File: config.mk
export PLATFORM = sky130hd
export DESIGN_NAME = trackball_pulse_and_click_unit
export DESIGN_NICKNAME = d
export VERILOG_FILES = /design/src/design/tpc_pkg.sv /design/src/design/trackball_pulse_and_click_unit.sv /design/src/design/tpc_cfg_regs.sv /design/src/design/tpc_core.sv
export SDC_FILE = /design/constraint.sdc
export NUM_CORES = 1
export LEC_CHECK = 0
export BUFFER_PORTS_ARGS = -buffer_cell sky130_fd_sc_hd__buf_2
export CORE_MARGIN = 5
export CORE_UTILIZATION = 54
export CTS_CLUSTER_SIZE = 30
export DETAILED_ROUTE_END_ITERATION = 7
export PLACE_DENSITY = 0.78
export SYNTH_ARGS = -nofsm -noshare
export SYNTH_HDL_FRONTEND = slang
export SYNTH_SLANG_ARGS = --single-unit
File: constraint.sdc
create_clock -name clk -period 4.83 [get_ports clk]
set_input_delay 0 -clock clk [delete_from_list [all_inputs] [get_ports clk]]
set_output_delay 0 -clock clk [all_outputs]
set_load 0.1 [all_outputs]
File: src/design/tpc_pkg.sv
// Shared types and constants for the trackball pulse and click unit.
`default_nettype none
package tpc_pkg;

  typedef enum logic [2:0] {
    KIND_TICK   = 3'd0,
    KIND_PULSE  = 3'd1,
    KIND_READ_V = 3'd2,
    KIND_READ_H = 3'd3,
    KIND_POLL   = 3'd4
  } kind_t;

  localparam logic [1:0] DIR_UP    = 2'd0;
  localparam logic [1:0] DIR_DOWN  = 2'd1;
  localparam logic [1:0] DIR_LEFT  = 2'd2;
  localparam logic [1:0] DIR_RIGHT = 2'd3;

  localparam int CFG_BITS    = 20;
  localparam int DELTA_BITS  = 17;
  localparam int DELTA_LIMIT = 65535;

  localparam logic [CFG_BITS-1:0] DEBOUNCE_RESET = 20'd20000;
  localparam logic [CFG_BITS-1:0] LONG_RESET     = 20'd500000;

  localparam logic REG_DEBOUNCE = 1'b0;
  localparam logic REG_LONG     = 1'b1;

  typedef struct packed {
    logic [2:0] kind;
    logic [1:0] direction;
    logic       click_level;
  } item_t;

  typedef struct packed {
    logic signed [DELTA_BITS-1:0] scroll_delta;
    logic                         click_seen;
    logic                         long_press;
  } result_t;

  typedef struct packed {
    logic [CFG_BITS-1:0] debounce_floor;
    logic [CFG_BITS-1:0] long_press_limit;
  } cfg_t;

endpackage
`default_nettype wire

File: src/design/trackball_pulse_and_click_unit.sv
// Top level: input register, state update stage and result register.
// An accepted transaction moves from the input register to the result register.
// Throughput: one transaction per cycle unless stalled; state update is combinational.
// A full result register that is not taken stalls the input register and then item_ready.
// Synchronous reset clears counters and timer, marks the button released,
// reloads both limits to their defaults and empties both stages.
`default_nettype none
module trackball_pulse_and_click_unit #(
  parameter int COUNT_BITS = 16,
  parameter int TIMER_BITS = 20
) (
  input  wire logic             clk,
  input  wire logic             rst,
  input  wire logic             item_valid,
  output logic                  item_ready,
  input  wire tpc_pkg::item_t   item,
  output logic                  result_valid,
  input  wire logic             result_ready,
  output tpc_pkg::result_t      result,
  input  wire logic             psel,
  input  wire logic             penable,
  input  wire logic             pwrite,
  input  wire logic [2:0]       paddr,
  input  wire logic [31:0]      pwdata,
  output logic [31:0]           prdata,
  output logic                  pready
);
  import tpc_pkg::*;

  logic    stage_valid;
  item_t   stage_item;
  logic    advance;
  cfg_t    cfg;
  result_t result_next;

  assign advance    = stage_valid && (!result_valid || result_ready);
  assign item_ready = !stage_valid || advance;

  always_ff @(posedge clk) begin
    if (rst) begin
      stage_valid <= 1'b0;
    end else if (item_ready) begin
      stage_valid <= item_valid;
    end
  end

  always_ff @(posedge clk) begin
    if (item_ready && item_valid) begin
      stage_item <= item;
    end
  end

  always_ff @(posedge clk) begin
    if (rst) begin
      result_valid <= 1'b0;
    end else if (advance) begin
      result_valid <= 1'b1;
    end else if (result_ready) begin
      result_valid <= 1'b0;
    end
  end

  always_ff @(posedge clk) begin
    if (advance) begin
      result <= result_next;
    end
  end

  tpc_cfg_regs u_cfg (
    .clk     (clk),
    .rst     (rst),
    .psel    (psel),
    .penable (penable),
    .pwrite  (pwrite),
    .paddr   (paddr),
    .pwdata  (pwdata),
    .prdata  (prdata),
    .pready  (pready),
    .cfg     (cfg)
  );

  tpc_core #(
    .COUNT_BITS (COUNT_BITS),
    .TIMER_BITS (TIMER_BITS)
  ) u_core (
    .clk         (clk),
    .rst         (rst),
    .advance     (advance),
    .item        (stage_item),
    .cfg         (cfg),
    .result_next (result_next)
  );

endmodule
`default_nettype wire

File: src/design/tpc_cfg_regs.sv
// APB register file holding the debounce floor and long-press limit.
`default_nettype none
module tpc_cfg_regs (
  input  wire logic         clk,
  input  wire logic         rst,
  input  wire logic         psel,
  input  wire logic         penable,
  input  wire logic         pwrite,
  input  wire logic [2:0]   paddr,
  input  wire logic [31:0]  pwdata,
  output logic [31:0]       prdata,
  output logic              pready,
  output tpc_pkg::cfg_t     cfg
);
  import tpc_pkg::*;

  logic wr;

  assign pready = 1'b1;
  assign wr = psel && penable && pwrite && pready;

  always_ff @(posedge clk) begin
    if (rst) begin
      cfg.debounce_floor   <= DEBOUNCE_RESET;
      cfg.long_press_limit <= LONG_RESET;
    end else if (wr) begin
      case (paddr[2])
        REG_DEBOUNCE: cfg.debounce_floor   <= pwdata[CFG_BITS-1:0];
        REG_LONG:     cfg.long_press_limit <= pwdata[CFG_BITS-1:0];
        default: ;
      endcase
    end
  end

  always_comb begin
    case (paddr[2])
      REG_DEBOUNCE: prdata = {{(32-CFG_BITS){1'b0}}, cfg.debounce_floor};
      REG_LONG:     prdata = {{(32-CFG_BITS){1'b0}}, cfg.long_press_limit};
      default:      prdata = '0;
    endcase
  end

endmodule
`default_nettype wire

File: src/design/tpc_core.sv
// Pulse counters, press timer and result logic for one transaction.
`default_nettype none
module tpc_core #(
  parameter int COUNT_BITS = 16,
  parameter int TIMER_BITS = 20
) (
  input  wire logic            clk,
  input  wire logic            rst,
  input  wire logic            advance,
  input  wire tpc_pkg::item_t  item,
  input  wire tpc_pkg::cfg_t   cfg,
  output tpc_pkg::result_t     result_next
);
  import tpc_pkg::*;

  localparam int DW = (COUNT_BITS + 2 > DELTA_BITS + 1) ? COUNT_BITS + 2 : DELTA_BITS + 1;
  localparam int TW = (TIMER_BITS > CFG_BITS) ? TIMER_BITS : CFG_BITS;
  localparam logic signed [DW-1:0] LIM_POS = DW'(DELTA_LIMIT);
  localparam logic signed [DW-1:0] LIM_NEG = -DW'(DELTA_LIMIT);

  logic [COUNT_BITS-1:0] up_pulses, down_pulses, left_pulses, right_pulses;
  logic [COUNT_BITS-1:0] up_pulses_next, down_pulses_next;
  logic [COUNT_BITS-1:0] left_pulses_next, right_pulses_next;
  logic                  prior_button_level, prior_button_level_next;
  logic [TIMER_BITS-1:0] press_ticks, press_ticks_next;

  logic [COUNT_BITS-1:0] plus, minus;
  logic signed [DW-1:0]  diff, clamped;
  logic [TW-1:0]         ticks_x, long_x, floor_x;

  function automatic logic [COUNT_BITS-1:0] cnt_inc(input logic [COUNT_BITS-1:0] v);
    cnt_inc = (v == '1) ? v : v + 1'b1;
  endfunction

  always_comb begin
    plus  = (item.kind == KIND_READ_V) ? up_pulses : right_pulses;
    minus = (item.kind == KIND_READ_V) ? down_pulses : left_pulses;
    diff  = signed'({{(DW-COUNT_BITS){1'b0}}, plus})
          - signed'({{(DW-COUNT_BITS){1'b0}}, minus});
    if (diff > LIM_POS)      clamped = LIM_POS;
    else if (diff < LIM_NEG) clamped = LIM_NEG;
    else                     clamped = diff;
    ticks_x = TW'(press_ticks);
    long_x  = TW'(cfg.long_press_limit);
    floor_x = TW'(cfg.debounce_floor);
  end

  always_comb begin
    up_pulses_next          = up_pulses;
    down_pulses_next        = down_pulses;
    left_pulses_next        = left_pulses;
    right_pulses_next       = right_pulses;
    prior_button_level_next = prior_button_level;
    press_ticks_next        = press_ticks;
    result_next             = '0;
    case (item.kind)
      KIND_TICK: begin
        if (!prior_button_level && press_ticks != '1) begin
          press_ticks_next = press_ticks + 1'b1;
        end
      end
      KIND_PULSE: begin
        case (item.direction)
          DIR_UP:    up_pulses_next    = cnt_inc(up_pulses);
          DIR_DOWN:  down_pulses_next  = cnt_inc(down_pulses);
          DIR_LEFT:  left_pulses_next  = cnt_inc(left_pulses);
          DIR_RIGHT: right_pulses_next = cnt_inc(right_pulses);
          default: ;
        endcase
      end
      KIND_READ_V: begin
        result_next.scroll_delta = clamped[DELTA_BITS-1:0];
        up_pulses_next           = '0;
        down_pulses_next         = '0;
      end
      KIND_READ_H: begin
        result_next.scroll_delta = clamped[DELTA_BITS-1:0];
        left_pulses_next         = '0;
        right_pulses_next        = '0;
      end
      KIND_POLL: begin
        if (!item.click_level && prior_button_level) begin
          press_ticks_next = '0;
        end else if (item.click_level && !prior_button_level) begin
          if (ticks_x > long_x)       result_next.long_press = 1'b1;
          else if (ticks_x > floor_x) result_next.click_seen = 1'b1;
        end
        prior_button_level_next = item.click_level;
      end
      default: ;
    endcase
  end

  always_ff @(posedge clk) begin
    if (rst) begin
      up_pulses          <= '0;
      down_pulses        <= '0;
      left_pulses        <= '0;
      right_pulses       <= '0;
      prior_button_level <= 1'b1;
      press_ticks        <= '0;
    end else if (advance) begin
      up_pulses          <= up_pulses_next;
      down_pulses        <= down_pulses_next;
      left_pulses        <= left_pulses_next;
      right_pulses       <= right_pulses_next;
      prior_button_level <= prior_button_level_next;
      press_ticks        <= press_ticks_next;
    end
  end

endmodule
`default_nettype wire

* Word level (Yosys, flattened, before mapping)
Index checks and enable logic that the tools add are counted.
Word-level totals: bits in registers 152, output and inout port bits 54
Cells by class: add/sub/neg operators 6, magnitude comparators 4, equal/unequal tests 22, multiplexer cells 24, bitwise gates (word level) 4, reductions and logical operators 31
Operator list (number):
- $mux 16 | 11
- $pmux 16 s2 | 4
- $add 16x1->16 const B | 4
- $eq 16x16->1 const B | 4
- $pmux 32 s2 | 1
- $gt 20x20->1 | 2
- $mux 20 | 2
- $pmux 20 s2 | 1
- $add 20x1->20 const B | 1
- $ne 20x20->1 const B | 1
- $reduce_and 4->1 | 5
- $gt 17x17->1 const B | 1
- $lt 17x17->1 const B | 1
- $mux 17 | 1
- $sub 16x16->17 | 1
- $ne 2x2->1 const B | 7
- $reduce_bool 2->1 | 4
- $logic_and 1x1->1 | 7
- $eq 3x2->1 const B | 2
- $ne 2x1->1 const B | 3
- $reduce_and 2->1 | 3
- $eq 2x2->1 const B | 2
- $logic_not 1->1 | 4
- $mux 1 | 4
- 10 further kinds | 15

* Depth between registers and ports, before layout
Gate-level depths: netlist of the first run.
depth in word-level cells 6, gate-level depth with buffers 24, mapped depth without buffers 19

* Modules after synthesis
Synthesis of the first run repeated with hierarchy kept, for this count alone.
Second synthesis, totals: cell total of the unflattened synthesis 989, area, all modules 9038.7 sq um
Modules (own cells, without submodules):
- tpc_core | instances 1, cells each 751, area an instance 6169.7 sq um, seq. area each 1701.6 sq um
- tpc_cfg_regs | instances 1, cells each 203, area an instance 2014.4 sq um, seq. area each 800.8 sq um
- trackball_pulse_and_click_unit | instances 1, cells each 35, area an instance 854.6 sq um, seq. area each 790.8 sq um

* Least setup slack after synthesis of the first run
Ideal clock, no wire load.
kind reg2reg, start point register stage_item[5] in the netlist's numbering, end point register result[12] in the netlist's numbering (data pin), data arrival time 4709 ps, data required time 4564 ps, path slack -145 ps, stages on the path, launching flop included 25, clock period less this slack 4975 ps, path through edfxtp_1 -> nand2b_1 -> clkbuf_1 -> or2_1 -> clkbuf_1 -> buf_1 -> clkbuf_1 -> nand2_1 -> nand2_1 -> ha_1 -> inv_1 -> fa_1 -> a21oi_1 -> o2111ai_1 -> a32oi_1 -> a21oi_1 -> o2111ai_1 -> a2111oi_4 -> a221oi_2 -> nand2_1 -> ha_1 -> inv_1 -> nand2b_1 -> clkbuf_1 -> nor2_1
Between the ends: cells in the longest elaborated chain, start to end 6, elaborated cells between the ends (all ways) 10
Ends and longest elaborated chain:
- start: declaration | RTL line trackball_pulse_and_click_unit.sv:31 | item_t stage_item;
- start signal: assignment | RTL line trackball_pulse_and_click_unit.sv:49 | stage_item <= item;
- $eq 3x2->1 | RTL line tpc_core.sv:36, tpc_core.sv:37, tpc_core.sv:56
- $mux 16 (on tied branches) | RTL line tpc_core.sv:36, tpc_core.sv:37
- $sub 16x16->17 | RTL line tpc_core.sv:39 | - signed'({{(DW-COUNT_BITS){1'b0}}, minus});
- $lt 17x17->1 | RTL line tpc_core.sv:41 | else if (diff < LIM_NEG) clamped = LIM_NEG;
- $mux 17 | RTL line tpc_core.sv:41
- $mux 16 | RTL line tpc_core.sv:40 | if (diff > LIM_POS) clamped = LIM_POS;
- end signal: assignment | RTL line trackball_pulse_and_click_unit.sv:65 | result <= result_next;
- end: declaration | RTL line trackball_pulse_and_click_unit.sv:19 | output tpc_pkg::result_t result,
Several ways; a longest one is shown, not always the timed one. A chain may end at the register's enable or synchronous reset.

* Worst setup path after layout of the first run
start point register stage_item[5] in the netlist's numbering, end point register result[5] in the netlist's numbering (data pin)
The elaborated chain is that of the path after synthesis.

==> results.yml, run 1 <==
layout:
  drive_gt1_share_pct: 11.07
  stdcell_count: 1412
  n_antenna_cell: 0
  syn_to_final_growth_pct: 15.63
  final_net_count: 1291
  layout_commonest_cell: "nand2_1"
  nFillCells: 1389
  final_cell_mix: "161 x nand2_1, 127 x dfxtp_1, 115 x nor2_1"
timing:
  finalCritPeriodShare_pct: 94.71
  max_slew.worst_pin.slew_ps: 1038
  finalClockSkew_ps: 8.669
  timing.fmax_ghz: 0.2186
  post-route-min-period_ps: 4575
  setup_viol: 0
  max_slew_margin_pct: 30.82
  slew_viol_final: 0
  hold_violations: 0
cts:
  cts_buffers: 17
  cts_buffer_depth: 2
  cts.sinks: 152
  cts_tree: "built"
  root_buffer: "clkbuf_16"
  path_clk_slew_ps: 60
  htree_levels: 4
  insertion_delay_ps: 420
yosys:
  yosys-top-cells-area: "dfxtp_1 29%, ha_1 8.7%, edfxtp_1 8.4%"
  ys_seq_elements: 152
  synth_ff_type: "dfxtp_1"
  ys_types: 70
  synth_edf_count: 25
  synth.largest_area_cell: "dfxtp_1"
  ys_seq_area_share_pct: 36.92
  ys_warn_count: 0
  yosys.area.top_type_share_pct: 28.51
  avgSynthCellArea_um2: 8.190
  async_flop_share_pct: 0
  syn_area_um2: 8919
  synth_cells: 1089
critical_path:
  worst_setup_path_start_kind: "flop"
  crit_arrival_ps: 4810
  criticalPathCategory: "reg -> reg"
  cp-end-kind: "flop"
  max_stage_delay_ps: 410
  critPathSlowestCell: "fa_1"
  worstPathMaxFanout: 19
  cp_cell_sequence: "nand2b_1, buf_4, nor2_2, buf_12, nand2_1, nand2_1, ha_1, inv_1, fa_1, xor2_1, nor4b_1, o21ai_0, nor3_1, o2111ai_2, a2111oi_4, a221oi_2, nand2_1, ha_1, inv_1, nand2b_2, buf_4, nor3_1"
  r2r.worst_path.cells: 22
  cp_common_cell: "nand2_1"
  cp.required_ps: 5070
floorplan:
  die_w_um: 138.5
  rows: 47
  start_util_pct: 54.36
  core_area_um2: 16410
  pin_count: 102
  die_h_um: 138.5
  die-area_um2: 19190
hold_path:
  worstHoldPathCells: 5
  hold_class: "in -> reg"
routing:
  routed_wl_mm: 21.94
  via_count: 7964
  first_pass_iters: 5
  drtIter0Drc: 624
  via_per_inst: 5.640
  wl_per_cell_um: 15.54
  drtAntennaViolNets: 0
  drc: 0
power:
  vdd_ir_drop_max_uv: 258.6
  p_leak_nw: 4.283
  total_power_mw: 2.859
  power-per-cell-area_nw_per_um2: 277.2
grt:
  grt_max_degree: 53
  grt_pass1_vias: 7497
  grt.overflow.total: 0
  antenna_found_initial: 0
  grt_usage_pct: 22.88
  grt_first_pass_wirelength_mm: 36.51
flow_run:
  cap_violations: 0
status:
  status: "finished clean"
place:
  dp_hpwl_mm: 16.15
  placed_cells: 1351
  place_congestion: 0.9341
  portBuffers: 74
## path summary, 6_finish.rpt
path | startpoint | to | slack, ps
worst min-delay path | penable | u_cfg.cfg[24]$_SDFFE_PP0P_ | 20
worst min register to register | u_cfg.cfg[37]$_SDFFE_PP0P_ | u_cfg.cfg[37]$_SDFFE_PP0P_ | 460
worst max-delay path | stage_item[5]$_DFFE_PP_ | result[5]$_SDFFCE_PP0P_ | 260
worst max register to register | stage_item[5]$_DFFE_PP_ | result[5]$_SDFFCE_PP0P_ | 260
## cell usage after synthesis, types with 21 or more instances
cell type  number
edfxtp_1       25
a21oi_1        65
or3_1          21
nand2_1       161
clkbuf_1       35
inv_1          66
xor2_1         38
o21ai_0        51
nand4_1        33
xnor2_1        29
ha_1           62
mux2i_1        21
and3_1         27
dfxtp_1       127
nand3_1        23
nor2_1        116
## worst max-delay path, delay by kind of cell (launching register included)
family / cells / cell delay, ps
adder cells (fa/ha/maj): 3 / 820
buffers and inverters: 5 / 680
AND/OR/NAND/NOR: 9 / 1470
AO/OA/AOI/OAI: 4 / 850
XOR/XNOR: 1 / 200
flip-flops: 1 / 370
## through the flow
| stage | utilization [%] | hold slack (ps) | setup WS (ps) | setup TNS, ps | area, µm² |
|---|---|---|---|---|---|
| finish | 62.85 | 22.09 | 255.3 | 0 | 10310 |
| global route | 62.85 | 64.91 | -9.276 | -9.276 | 10310 |
| CTS | 62.66 | 9.097 | 87.34 | 0 | 10280 |
| detailed placement | 57.60 | 178.2 | 148.3 | 0 | 9450 |
| global placement | 57.60 | 180.4 | 295.4 | 0 | 9450 |
| floorplan | - | 98.87 | 54.82 | 0 | 8961 |
## layer usage
metal  wire, µm  GRT usage (%)  vias up
li1           -              -     3959
met1       9932          30.74     3741
met2      10290          37.10      227
met3       1292          4.800       37
met4        416          7.228        0
met5          0              0        -
## power breakdown
group	internal [mW]	switching, mW	total, mW
Clock	0.696	0.522	1.22
Sequential	1.31	0.0119	1.32
Combinational	0.0740	0.249	0.323
Total	2.08	0.783	2.86
## state kept, by name, summed over array words and instances, names as in the netlist
signal	count
result	19
u_core.up_pulses	16
result_valid	1
u_cfg.cfg	40
stage_item	6
u_core.press_ticks	20
u_core.down_pulses	16
u_core.prior_button_level	1
stage_valid	1
u_core.right_pulses	16
u_core.left_pulses	16
## logic make-up (layout without fill, tap and decap cells)
logic type / count (synthesis) / in the layout / share of synthesized area (%)
xor gates and xnor gates: 67 / 67 / 6.580
muxes: 22 / 22 / 2.483
DFF: 152 / 152 / 36.92
adders and majority gates: 63 / 63 / 8.923
buffers and inverters: 118 / 210 / 5.555
and+or+nand+nor: 470 / 470 / 25.29
other: 2 / 13 / 0.08421
AOI/OAI and AO/OA: 195 / 195 / 14.16
## repair_timing
item,CTS,global route
resized for setup,0,6
hold endpoints to repair,48,0
hold buffers,29,0
endpoints found under the setup margin,0,14
buffers inserted,0,1
## final cells by class
class / count / area (µm²) / share of cell area [%]
Tap cell: 220 / 275.3 / 2.669
Inverter: 66 / 247.7 / 2.402
Multi-Input combinational cell: 830 / 5196 / 50.39
Clock inverter: 11 / 71.32 / 0.6916
Sequential cell: 152 / 3293 / 31.93
Timing Repair Buffer: 113 / 760.7 / 7.377
Clock buffer: 20 / 467.9 / 4.538
Power figures use the tool's default switching activity.
==> run 2: changes to the inputs <==
Settings changed: CORE_UTILIZATION 54 to 45, PLACE_DENSITY 0.78 to 0.67.
==> run 2 against run 1 <==
  * Via count is 2.0% lower
  * Worst setup slack improved by 25 ps
  * First-iteration DRC count shrank 29%
  * Die area is 18% higher
==> results.yml, run 2 (same netlist as run 1, synthesis figures left out) <==
cts:
  root_buffer: "clkbuf_16"
  cts_setup_buffers: 0
  insertion_delay_ps: 430
  path_clk_slew_ps: 60
  cts_buffer_depth: 2
  cts.sinks: 152
  cts_buffers: 17
  cts_tree: "built"
  htree_levels: 4
floorplan:
  pin_count: 102
  rows: 51
  die_w_um: 150.8
  core_area_um2: 19460
  die_h_um: 150.8
  die-area_um2: 22730
  start_util_pct: 45.82
timing:
  grt_setup_unrepaired: "false"
  whs_ps: 78.57
  finalCritPeriodShare_pct: 94.19
  setup_viol: 0
  layout_setup_ws_ps: 280.4
  slew_viol_final: 0
  finalClockSkew_ps: 10.07
  timing.fmax_ghz: 0.2198
  post-route-min-period_ps: 4550
  max_slew.worst_pin.slew_ps: 1114
  hold_violations: 0
  setup_tns_ps: 0
  max_slew_margin_pct: 25.72
layout:
  reg.largest.list: "u_cfg.cfg (40), u_core.press_ticks (20), result (19)"
  layout_commonest_cell: "nand2_1"
  largest_register_ffs: 40
  final_net_count: 1292
  regMostFlops: "u_cfg.cfg"
  n_antenna_cell: 0
  final_cell_mix: "161 x nand2_1, 127 x dfxtp_1, 116 x nor2_1"
  drive_gt1_share_pct: 11.22
  final_cell_area_um2: 10440
  utilization_pct: 53.62
  stdcell_count: 1459
  syn_to_final_growth_pct: 17.00
  nFillCells: 1818
critical_path:
  crit_start: "stage_item[4]$_DFFE_PP_"
  rr_endpoint: "result[17]$_SDFFCE_PP0P_"
  criticalPathCategory: "reg -> reg"
  cp-end-kind: "flop"
  crit_arrival_ps: 4810
  worstPathMaxFanout: 16
  rr_startpoint: "stage_item[4]$_DFFE_PP_"
  regToRegSetupSlack_ps: 280
  worst_setup_path_start_kind: "flop"
  r2r.worst_path.cells: 18
  cp-endpoint: "result[17]$_SDFFCE_PP0P_"
  cp.required_ps: 5090
routing:
  drtAntennaViolNets: 0
  via_count: 7806
  first_pass_iters: 5
  routed_wl_mm: 22.50
  drtIter0Drc: 445
  via_per_inst: 5.350
  drc: 0
  wl_per_cell_um: 15.42
power:
  p_leak_nw: 4.321
  power-per-cell-area_nw_per_um2: 285.4
  total_power_mw: 2.978
  vdd_ir_drop_max_uv: 254.5
place:
  placed_cells: 1397
  place_area_um2: 9502
  place_congestion: 0.8970
  dp_slack_ps: 297.5
  dp_hpwl_mm: 16.56
  portBuffers: 74
flow_run:
  cap_violations: 0
grt:
  grt_most_used_layer: "met2"
  grt_usage_pct: 19.98
  grt.overflow.total: 0
  met1_usage_pct: 26.85
  met3_usage_pct: 3.112
  grt_first_pass_wirelength_mm: 36.59
  antenna_found_initial: 0
  grt_use_met2_pct: 33.02
  grt_max_degree: 53
  grt_pass1_vias: 7403
hold_path:
  hold_class: "in -> reg"
status:
  status: "finished clean"
## run 2: timing repair
action,in CTS,in global routing
endpoints found under the hold margin,48,0
setup endpoints to repair,0,10
hold buffers,29,0
gates resized for setup,0,5
## run 2: power by group
| group | switching, mW | internal [mW] |
|---|---|---|
| logic | 0.249 | 0.0744 |
| clock network | 0.548 | 0.788 |
| registers | 0.0122 | 1.31 |
## run 2: how the worst min path moves through the flow
stage	slack (ps)	cells past startpoint	start	to
after floorplan	100	0	item[0]	stage_item[0]$_DFFE_PP_
after global placement	180	1	item[3]	stage_item[3]$_DFFE_PP_
after detailed placement	180	1	item[4]	stage_item[4]$_DFFE_PP_
after CTS	70	5	penable	u_cfg.cfg[22]$_SDFFE_PP0P_
after global routing	110	5	penable	u_cfg.cfg[22]$_SDFFE_PP0P_
final	80	5	penable	u_cfg.cfg[22]$_SDFFE_PP0P_
## run 2: layer usage
layer,vias up,wire length (µm)
met3,33,907
met4,0,410
met1,3638,10500
met2,170,10690
li1,3965,-
met5,-,0
## run 2: area by class of cell
type / count / area (µm²) / area share [%]
multi-input combinational: 830 / 5190 / 49.74
sequential: 152 / 3293 / 31.56
timing repair buffer: 114 / 773.2 / 7.410
clock buffer: 20 / 489.2 / 4.688
tap: 265 / 331.6 / 3.177
inverter: 66 / 247.7 / 2.374
clock inverter: 12 / 110.1 / 1.055
## run 2: critical path, cell delays in order, from the launching register on
cell       delay, ps
edfxtp_1         480
nand2b_1         140
or2_4            170
buf_12           170
mux2i_1          320
ha_1             360
and2_1           200
a221o_1          360
a21o_1           200
a21o_1           190
or3_4            380
a2111oi_4        390
a221oi_2          90
nand2_1           80
ha_1             260
inv_1             80
nand2b_1         130
buf_4            200
a31oi_1          160
==> run 3: changes to the inputs <==
Settings changed: CTS_BUF_LIST from default to sky130_fd_sc_hd__clkbuf_4, CTS_CLUSTER_DIAMETER from default to 60.
==> run 3 against run 2 <==
  * Cell area shrank 2.6%
  * Via count hardly changed
  * Worst hold slack better by 8.8 ps
  * Fmax up 0.51%
  * Critical path depth is the same
==> results.yml, run 3 (same netlist as run 1, synthesis figures left out) <==
routing:
  drtAntennaViolNets: 0
  drtIter0Drc: 377
  routed_wl_mm: 21.94
  wl_per_cell_um: 14.99
  first_pass_iters: 5
  via_count: 7812
  via_per_inst: 5.336
  drc: 0
grt:
  grt_usage_pct: 19.69
  antenna_found_initial: 1
  grt_first_pass_wirelength_mm: 36.09
  grt.overflow.total: 0
  grt_max_degree: 53
  grt_pass1_vias: 7345
layout:
  drive_gt1_share_pct: 11.10
  syn_to_final_growth_pct: 13.90
  layout_commonest_cell: "nand2_1"
  final_cell_mix: "161 x nand2_1, 127 x dfxtp_1, 116 x nor2_1"
  reg.largest.list: "u_cfg.cfg (40), u_core.press_ticks (20), result (19)"
  regMostFlops: "u_cfg.cfg"
  largest_register_ffs: 40
  final_net_count: 1296
floorplan:
  core_area_um2: 19460
  start_util_pct: 45.82
  die_h_um: 150.8
  pin_count: 102
  rows: 51
  die-area_um2: 22730
  die_w_um: 150.8
critical_path:
  crit_arrival_ps: 4930
  cp.required_ps: 5230
  cp-end-kind: "flop"
  worstPathMaxFanout: 31
  worst_setup_path_start_kind: "flop"
  criticalPathCategory: "reg -> reg"
status:
  status: "finished clean"
timing:
  max_slew_margin_pct: 28.08
  finalClockSkew_ps: 24.64
  setup_viol: 0
  max_slew.worst_pin.slew_ps: 1079
  finalCritPeriodShare_pct: 93.71
  setup_tns_ps: 0
  whs_ps: 87.35
  timing.fmax_ghz: 0.2209
  post-route-min-period_ps: 4526
  hold_violations: 0
  slew_viol_final: 0
place:
  portBuffers: 74
  dp_hpwl_mm: 16.56
  place_congestion: 0.8970
cts:
  path_clk_slew_ps: 130
  cts_tree: "built"
  cts_buffer_depth: 2
  root_buffer: "clkbuf_4"
  htree_levels: 4
  insertion_delay_ps: 560
  cts.sinks: 152
  cts_buffers: 17
power:
  power_frac_comb_pct: 13.0
  sw_frac_of_total_pct: 29.84
  clkPwrFrac_pct: 33.9
  netSwitchingPower_mw: 0.7405
  seqPwrFrac_pct: 53.1
  p_leak_nw: 4.187
  vdd_ir_drop_max_uv: 139.9
  power-per-cell-area_nw_per_um2: 244.3
  p_int_mw: 1.741
flow_run:
  cap_violations: 0
hold_path:
  hold_class: "in -> reg"
[run 3: power groups by stage]
stage	clock (mW)	sequential (mW)	combinational [mW]
global placement	0	1.35	0.301
CTS	0.864	1.32	0.323
finish	0.840	1.32	0.324
global route	0.911	1.32	0.345
floorplan	0	1.39	0.205
detailed placement	0	1.35	0.303
[run 3: metal layers]
metal	share of wire [%]	track usage (%)	vias to the layer above
li1	-	-	3974
met1	47	26.44	3670
met2	47	32.51	128
met3	4.1	3.082	40
met4	1.9	6.437	0
met5	0	0	-
[run 3: what timing repair did]
| action | in CTS | in global routing |
|---|---|---|
| gates resized for setup | 0 | 3 |
| setup buffers | 0 | 2 |
| hold endpoints to repair | 59 | 0 |
| endpoints found under the setup margin | 0 | 10 |
| hold buffers | 32 | 0 |
[run 3: area by class of cell]
type,count,area (µm²)
clock inverter,15,173.9
multi-input combinational,830,5189
timing repair buffer,118,793.3
fill,1860,9304
tap,265,331.6
sequential,152,3293
inverter,66,247.7
clock buffer,17,127.6
antenna,1,2.502
[run 3: critical path, cell delays in order (launching register included)]
cell       delay, ps
edfxtp_1         410
nand2b_1         160
or2_1            260
buf_12           190
mux2i_1          220
ha_1             320
a21o_1           240
a221o_1          390
a21o_1           190
a21o_1           190
or3_4            380
a2111oi_4        390
a221oi_2          90
nand2_1           80
ha_1             250
inv_1             80
nand2b_1         120
buf_4            200
a31oi_1          160
[run 3: metrics by stage]
step | cell area (µm²) | setup slack (ps) | instances | total power [mW] | utilization, %
floorplan | 8961 | 54.82 | 1100 | 1.594 | -
global placement | 9502 | 420.8 | 1397 | 1.647 | 48.82
detailed placement | 9502 | 297.5 | 1397 | 1.649 | 48.82
CTS | 10120 | 253.3 | 1461 | 2.505 | 52.02
global route | 10160 | -8.998 | 1464 | 2.576 | 52.20
finish | 10160 | 303.6 | 1464 | 2.482 | 52.20
[run 3: final timing paths]
path / startpoint / endpoint / slack [ps] / cells after the start
worst max register to register: stage_item[5]$_DFFE_PP_ / result[17]$_SDFFCE_PP0P_ / 300 / 18
worst max-delay path: stage_item[5]$_DFFE_PP_ / result[17]$_SDFFCE_PP0P_ / 300 / 18
worst min-delay path: pwrite / u_cfg.cfg[10]$_SDFFE_PP0P_ / 90 / 6
worst min register to register: u_cfg.cfg[39]$_SDFFE_PP0P_ / u_cfg.cfg[39]$_SDFFE_PP0P_ / 460 / 2
